<file path="src/rtl/ppidc_pkg.sv">
// shared types, register codes and reset values for the positional pid core
package ppidc_pkg;

	localparam int GAIN_W = 20;
	localparam int ILIM_W = 16;
	localparam int OLIM_W = 15;
	localparam int POS_W = 16;
	localparam int DRV_W = 16;
	localparam int ERR_W = 17;
	localparam int STATE_W = 18;
	localparam int CFG_IDX_W = 3;
	localparam int CFG_DATA_W = 20;
	localparam int FRAC_W = 16;

	localparam logic [CFG_IDX_W-1:0] REG_GAIN_P = 3'd0;
	localparam logic [CFG_IDX_W-1:0] REG_GAIN_I = 3'd1;
	localparam logic [CFG_IDX_W-1:0] REG_GAIN_D = 3'd2;
	localparam logic [CFG_IDX_W-1:0] REG_ILIM = 3'd3;
	localparam logic [CFG_IDX_W-1:0] REG_OLIM = 3'd4;

	localparam logic [GAIN_W-1:0] GAIN_P_RST = 20'd144179;
	localparam logic [GAIN_W-1:0] GAIN_I_RST = 20'd852;
	localparam logic [GAIN_W-1:0] GAIN_D_RST = 20'd3277;
	localparam logic [ILIM_W-1:0] ILIM_RST = 16'd1000;
	localparam logic [OLIM_W-1:0] OLIM_RST = 15'd2500;

	typedef struct packed {
		logic [GAIN_W-1:0] gain_p;
		logic [GAIN_W-1:0] gain_i;
		logic [GAIN_W-1:0] gain_d;
		logic [ILIM_W-1:0] integral_limit;
		logic [OLIM_W-1:0] output_limit;
	} cfg_t;

endpackage

</file>
<file path="src/rtl/position_pid_with_integral_clamp_core.sv">
// top level of the positional pid core: five-stage datapath with integral clamp
// One item is accepted per clock while the result side does not stall; its result
// passes the stages in order (error, integral update, products, sum, truncate and
// clamp) into the output register. The feedback paths, the integral add-and-clamp
// and the previous error for the derivative, both close within the second stage,
// so items can follow each other on every clock while the output is not stalled.
// Stalls on the result side are absorbed stage by stage, so empty stages keep
// taking items while a result waits. Registers are written by index through
// the configuration channel, which is always ready; writes to unused indexes
// are dropped. Gains are unsigned Q4.16, the output is truncated toward zero.
module position_pid_with_integral_clamp_core (
	input  logic                                    clk,
	input  logic                                    arst_n,
	input  logic                                    cfg_valid,
	output logic                                    cfg_ready,
	input  logic [ppidc_pkg::CFG_IDX_W-1:0]         cfg_index,
	input  logic [ppidc_pkg::CFG_DATA_W-1:0]        cfg_data,
	input  logic                                    in_valid,
	output logic                                    in_ready,
	input  logic signed [ppidc_pkg::POS_W-1:0]      measured_position,
	input  logic signed [ppidc_pkg::POS_W-1:0]      setpoint,
	output logic                                    out_valid,
	input  logic                                    out_ready,
	output logic signed [ppidc_pkg::DRV_W-1:0]      drive,
	output logic                                    drive_saturated
);
	import ppidc_pkg::*;

	localparam int PROD_W = GAIN_W + 1 + STATE_W;
	localparam int ACC_W = PROD_W + 1;
	localparam int WHOLE_W = ACC_W - FRAC_W;

	cfg_t cfg;

	logic v_s1, v_s2, v_s3, v_s4, out_valid_q;
	logic rdy1, rdy2, rdy3, rdy4, rdy_o;

	logic signed [ERR_W-1:0] err_s1;
	logic signed [STATE_W-1:0] sum_q, prev_q;
	logic signed [STATE_W-1:0] err_s2, sum_s2, diff_s2;
	logic signed [PROD_W-1:0] pp_s3, pi_s3, pd_s3;
	logic signed [ACC_W-1:0] acc_s4;
	logic signed [DRV_W-1:0] drive_q;
	logic sat_q;

	logic signed [ERR_W-1:0] err_in;
	logic signed [STATE_W:0] sum_raw, ilim_w;
	logic signed [STATE_W-1:0] err_ext, sum_next, diff_next;
	logic signed [GAIN_W:0] gp, gi, gd;
	logic signed [WHOLE_W-1:0] whole, olim_w;
	logic round_up;
	logic signed [DRV_W-1:0] olim16, nolim16, drive_next;
	logic sat_next;

	ppidc_regs u_regs (
		.clk     (clk),
		.arst_n  (arst_n),
		.wr_en   (cfg_valid),
		.wr_index(cfg_index),
		.wr_data (cfg_data),
		.cfg     (cfg)
	);

	assign cfg_ready = 1'b1;

	// per-stage flow control, bubbles collapse under a stalled output
	assign rdy_o = !out_valid_q || out_ready;
	assign rdy4 = !v_s4 || rdy_o;
	assign rdy3 = !v_s3 || rdy4;
	assign rdy2 = !v_s2 || rdy3;
	assign rdy1 = !v_s1 || rdy2;
	assign in_ready = rdy1;

	always_ff @(posedge clk or negedge arst_n) begin
		if (!arst_n) begin
			v_s1 <= 1'b0;
			v_s2 <= 1'b0;
			v_s3 <= 1'b0;
			v_s4 <= 1'b0;
			out_valid_q <= 1'b0;
		end else begin
			if (rdy1) v_s1 <= in_valid;
			if (rdy2) v_s2 <= v_s1;
			if (rdy3) v_s3 <= v_s2;
			if (rdy4) v_s4 <= v_s3;
			if (rdy_o) out_valid_q <= v_s4;
		end
	end

	// stage 1: position error
	assign err_in = ERR_W'(setpoint) - ERR_W'(measured_position);

	always_ff @(posedge clk) begin
		if (rdy1) err_s1 <= err_in;
	end

	// stage 2: integral add and clamp, derivative difference
	assign err_ext = STATE_W'(err_s1);
	assign sum_raw = (STATE_W+1)'(sum_q) + (STATE_W+1)'(err_s1);
	assign ilim_w = signed'({3'b000, cfg.integral_limit});
	assign diff_next = err_ext - prev_q;

	always_comb begin
		priority if (sum_raw > ilim_w) begin
			sum_next = STATE_W'(ilim_w);
		end else if (sum_raw < -ilim_w) begin
			sum_next = STATE_W'(-ilim_w);
		end else begin
			sum_next = STATE_W'(sum_raw);
		end
	end

	always_ff @(posedge clk or negedge arst_n) begin
		if (!arst_n) begin
			sum_q <= '0;
			prev_q <= '0;
		end else if (v_s1 && rdy2) begin
			sum_q <= sum_next;
			prev_q <= err_ext;
		end
	end

	always_ff @(posedge clk) begin
		if (rdy2) begin
			err_s2 <= err_ext;
			sum_s2 <= sum_next;
			diff_s2 <= diff_next;
		end
	end

	// stage 3: gain products
	assign gp = signed'({1'b0, cfg.gain_p});
	assign gi = signed'({1'b0, cfg.gain_i});
	assign gd = signed'({1'b0, cfg.gain_d});

	always_ff @(posedge clk) begin
		if (rdy3) begin
			pp_s3 <= PROD_W'(gp) * PROD_W'(err_s2);
			pi_s3 <= PROD_W'(gi) * PROD_W'(sum_s2);
			pd_s3 <= PROD_W'(gd) * PROD_W'(diff_s2);
		end
	end

	// stage 4: sum of terms
	always_ff @(posedge clk) begin
		if (rdy4) acc_s4 <= ACC_W'(pp_s3) + ACC_W'(pi_s3) + ACC_W'(pd_s3);
	end

	// stage 5: truncate toward zero and clamp
	assign round_up = acc_s4[ACC_W-1] && (acc_s4[FRAC_W-1:0] != '0);
	assign whole = signed'(acc_s4[ACC_W-1:FRAC_W] + {{(WHOLE_W-1){1'b0}}, round_up});
	assign olim_w = signed'({{(WHOLE_W-OLIM_W){1'b0}}, cfg.output_limit});
	assign olim16 = signed'({1'b0, cfg.output_limit});
	assign nolim16 = -olim16;

	always_comb begin
		priority if (whole > olim_w) begin
			drive_next = olim16;
			sat_next = 1'b1;
		end else if (whole < -olim_w) begin
			drive_next = nolim16;
			sat_next = 1'b1;
		end else begin
			drive_next = whole[DRV_W-1:0];
			sat_next = 1'b0;
		end
	end

	always_ff @(posedge clk) begin
		if (rdy_o) begin
			drive_q <= drive_next;
			sat_q <= sat_next;
		end
	end

	assign out_valid = out_valid_q;
	assign drive = drive_q;
	assign drive_saturated = sat_q;

	a_sat_at_limit: assert property (@(posedge clk) disable iff (!arst_n)
		out_valid_q && sat_q |-> (drive_q == olim16 || drive_q == nolim16))
		else $error("saturated item not at output limit");

	a_unsat_in_range: assert property (@(posedge clk) disable iff (!arst_n)
		out_valid_q && !sat_q |-> (drive_q <= olim16 && drive_q >= nolim16))
		else $error("unsaturated item outside output limit");

	a_state_hold: assert property (@(posedge clk) disable iff (!arst_n)
		!(v_s1 && rdy2) |=> ($stable(sum_q) && $stable(prev_q)))
		else $error("controller state changed without an item");

	a_integral_clamped: assert property (@(posedge clk) disable iff (!arst_n)
		v_s2 |-> ((STATE_W+1)'(sum_s2) <= ilim_w && (STATE_W+1)'(sum_s2) >= -ilim_w))
		else $error("integral outside its limit");

endmodule

</file>
<file path="src/rtl/ppidc_regs.sv">
// configuration register bank for the positional pid core
module ppidc_regs (
	input  logic                                clk,
	input  logic                                arst_n,
	input  logic                                wr_en,
	input  logic [ppidc_pkg::CFG_IDX_W-1:0]     wr_index,
	input  logic [ppidc_pkg::CFG_DATA_W-1:0]    wr_data,
	output ppidc_pkg::cfg_t                     cfg
);
	import ppidc_pkg::*;

	cfg_t cfg_q;

	always_ff @(posedge clk or negedge arst_n) begin
		if (!arst_n) begin
			cfg_q.gain_p <= GAIN_P_RST;
			cfg_q.gain_i <= GAIN_I_RST;
			cfg_q.gain_d <= GAIN_D_RST;
			cfg_q.integral_limit <= ILIM_RST;
			cfg_q.output_limit <= OLIM_RST;
		end else if (wr_en) begin
			unique case (wr_index)
				REG_GAIN_P: cfg_q.gain_p <= wr_data[GAIN_W-1:0];
				REG_GAIN_I: cfg_q.gain_i <= wr_data[GAIN_W-1:0];
				REG_GAIN_D: cfg_q.gain_d <= wr_data[GAIN_W-1:0];
				REG_ILIM: cfg_q.integral_limit <= wr_data[ILIM_W-1:0];
				REG_OLIM: cfg_q.output_limit <= wr_data[OLIM_W-1:0];
				default: begin
					// unused index, write dropped
				end
			endcase
		end
	end

	assign cfg = cfg_q;

endmodule
</file>
<file path="config.mk">
export PLATFORM = sky130hd
export DESIGN_NAME = position_pid_with_integral_clamp_core
export DESIGN_NICKNAME = d
export VERILOG_FILES = /design/src/rtl/ppidc_pkg.sv /design/src/rtl/position_pid_with_integral_clamp_core.sv /design/src/rtl/ppidc_regs.sv
export SDC_FILE = /design/constraint.sdc
export NUM_CORES = 2
export LEC_CHECK = 0
export ABC_CLOCK_PERIOD_IN_PS = 7650
export BUFFER_PORTS_ARGS = -buffer_cell sky130_fd_sc_hd__buf_2
export CORE_UTILIZATION = 45
export DETAILED_ROUTE_END_ITERATION = 10
export MAX_ROUTING_LAYER = met4
export SLEW_MARGIN = 20
export SYNTH_ARGS = -nofsm -noshare
export SYNTH_HDL_FRONTEND = slang
export SYNTH_HIERARCHICAL = 1
export SYNTH_SLANG_ARGS = --single-unit
</file>
<file path="constraint.sdc">
create_clock -name clk -period 7.65 [get_ports clk]
set_clock_uncertainty 0.15 [all_clocks]
set_input_delay 1.1475 -clock clk [delete_from_list [all_inputs] [get_ports clk]]
set_output_delay 1.1475 -clock clk [all_outputs]
set_load 0.1 [all_outputs]
</file>
==> results.md <==
- Status: finished with violations
- Failing checks: design-rule violations
- Core area: ~120000 um2
- Clock latency on the worst-skew pair: approximately 0.63 ns
- Crit path cell chain: nand2_1 -> fa_1 -> inv_1 -> fa_1 -> fa_1 -> inv_1 -> fa_1 -> inv_1 -> fa_1 -> inv_1 -> fa_1 -> inv_1 -> ha_1 -> nand4_1 -> nor2_1 -> a2111oi_0 -> a31oi_1 -> nor3_1 -> o41ai_1 -> buf_4 -> nand3_1 -> a41oi_1 -> xor2_1
- Tcrit/Tclk final: roughly 95%
- Yosys top cell by area: fa_1
- Area contributors post-synth: fa_1, edfxtp_1, ha_1
- Critical Path Source: err_s2[3]
- Slowest CP cell: edfxtp_1
- Critical path capture point type: flip-flop
- FMAX: 138 MHz
- Syn Area/Cell: 9.63 um2
- Worst Max-Slew Pin Slew: roughly 1.1 ns
- Hold Crit Class: reg2reg
- Most frequent cells in the layout: inv_1, fa_1, nand2_1
- FP Rows: 129
- Clock slew at reported path FFs: 0.06 ns
- CTS tree: built
- IO buf count: 78
- I/O pin count: 80
- Final wirelength: 152 mm
- H-tree level count: 2
- Top_reg_cell synth: edfxtp_1
- Final TNS setup: 0 ns
- Routed via count: 39.8k
- Tmin final: between 7 and 8 ns
- GRT overflow: 0
- Hold Vio Cnt, Final: 0
- Worst slew margin: 29.0%
- Initial antenna violation count: 11
- Yosys top cell area share: between 30% and 40%
- Max-cap viol count: 0
- Req. time, crit path: ~7.9 ns
- Number of global-route vias before repair: between 40k and 50k
- Die footprint: 127000 um2
- Crit path launch type: flip-flop
- WP buf/inv: 6
- Crit-path max cell delay: 0.76 ns
- Crit Path Class: reg2reg
- Critical path arrival: 7.48 ns
- Mapped Cells: 5854
- Layout Cells excl Fill: 7551
- Max-slew violations: 0
- Height of the die: 356 um
- Warnings, synthesis: 6
- Placed cells: 7451
- Overall routing resource usage: 25.2%
- Cts bufs inserted: 45
- Most common cell after layout, fill and taps aside: inv_1
- Crit Reg-Reg Startpoint: err_s2[3]
- Setup violators final: 0
- Yosys cell types: 94
- Worst-path maximum fanout: 14
- Layout area overhead: 7.21%
- Post-CTS Hold Fix Bufs: 0
- CP top delay family: adder cells
- Post-Syn Area: between 50000 and 60000 um2
- Die outline width: around 360 um
- DRT iter0 DRCs: 2898
- RSZ-0062 raised after global routing: false
- Initial Util: 45.5%
- Mapped Nets: 7375
- RD Place Congestion: 0.936
- Deepest clock path buffer count: 3
- CP dominant cell by count: fa_1
- First-pass GRT wire length: 237 mm
- EDFF count, synth: about 240
- Post-synthesis sequential area ratio: 18.8%
- HPWL after DPL: ~120 mm
- Async S/R FF share, synth: 35.0%
- Share of cells above drive strength 1: 7.50%
- Clk sinks: 374
- Worst hold path startpoint: sum_q[4]
- #FFs+latches synth: 374
- Wire per inst: between 20 and 25 um
- Pre-Repair DR Iteration Count: 9
- Largest net degree at the start of global routing: 80
- Antenna-violating nets left: 0
- Fillers: about 12k
- Root Driver: clkbuf_16
- DRC viols: 8
- Via/cell ratio: 5.28
- NumNets Final: 7388
-- final cells by class --
cell class / instances / area, um2 / share of cell area, %
multi-input combinational: 4062 / 40500 / 67.0
sequential: 374 / 10600 / 17.6
inverter: 1200 / 4500 / 7.45
tap: 1637 / 2050 / 3.39
timing repair buffer: 184 / 1200 / 1.99
clock buffer: 48 / 1150 / 1.90
clock inverter: 35 / 430 / 0.712
antenna: 11 / 27.5 / 0.0455
-- layer usage --
| layer | part of all wire [%] | GRT usage [%] |
|---|---|---|
| met1 | 45 | 35.1 |
| met2 | 46 | 39.1 |
| met3 | 6.3 | 3.14 |
| met5 | 0 | - |
| met4 | 2.7 | 6.03 |
-- synthesized netlist by cell type (10+ instances only) --
master    count
or3_1        19
o211ai_1     11
fa_1        888
mux2i_1      14
o21a_1       33
and2_1      436
nand2b_1     69
nor2_1      156
o31ai_1      10
xor2_1       53
a21o_1       95
o21ai_0     113
a31oi_1      33
edfxtp_1    243
mux2_2      106
nor3_1       57
ha_1        573
nor2b_1      68
o21bai_1     24
dfrtp_1      99
nand4_1      22
and3_1       25
a211oi_1     23
nand2_1     696
and4_1       10
nand3_1      63
clkbuf_1    198
xnor2_1     157
inv_1      1200
a21oi_1     141
dfstp_2      32
nor4_1       14
-- path summary, 6_finish.rpt --
check	to	slack, ns	depth (start not counted)
setup / recovery	pp_s3[36]	0.40	23
hold / removal	sum_q[4]	0.34	2
setup reg to reg	pp_s3[36]	0.40	23
hold reg to reg	sum_q[4]	0.34	2
max in group asynchronous	u_regs/cfg[61]	5.32	2
min in group asynchronous	prev_q[13]	0.45	1
-- sequential cells by signal (all words and copies together), names as in the netlist --
name,count
sum_s2,18
prev_q,17
out_valid,1
sum_q,18
err_s2,17
v_s3,1
err_s1,17
v_s1,1
pd_s3,39
drive_saturated,1
drive,16
v_s4,1
acc_s4,40
pi_s3,39
pp_s3,38
diff_s2,18
v_s2,1
u_regs/cfg,91
-- cells by family after synthesis --
group	after synthesis	share of synthesized area, %
and+or+nand+nor	1677	14.8
adders and majority gates	1461	44.2
buffers and inverters	1418	9.50
AOI/OAI and AO/OA	591	6.91
DFF	374	18.8
xor gates and xnor gates	210	3.26
muxes	122	2.41
other	1	0.00665
-- repair_timing --
item	4_1_cts	5_1_grt
endpoints found under the setup margin	0	1
buffers inserted	0	6
gates resized for setup	0	1
-- through the flow --
stage          hold slack, ns  utilization (%)  cell area, um2  setup slack (ns)
6_report                0.342             48.8           60500             0.399
4_1_cts                 0.339             48.7           60400             0.340
2_1_floorplan           0.285                -           56400             0.711
3_5_place_dp            0.325             47.4           58800             0.388
3_3_place_gp            0.318             47.4           58800             0.538
5_1_grt                 0.372             48.8           60400           0.00364
-- worst reg2reg max path, stage by stage (launching register included) --
cell and delay (ns):
edfxtp_1 0.76, nand2_1 0.16, fa_1 0.52, inv_1 0.05, fa_1 0.49, fa_1 0.51
inv_1 0.05, fa_1 0.52, inv_1 0.05, fa_1 0.48, inv_1 0.06, fa_1 0.48
inv_1 0.04, ha_1 0.33, nand4_1 0.18, nor2_1 0.07, a2111oi_0 0.70, a31oi_1 0.30
nor3_1 0.33, o41ai_1 0.13, buf_4 0.16, nand3_1 0.15, a41oi_1 0.15, xor2_1 0.17
Power is not shown: default switching activity piles up to over one toggle a cycle in this logic, so the estimate is an artifact.
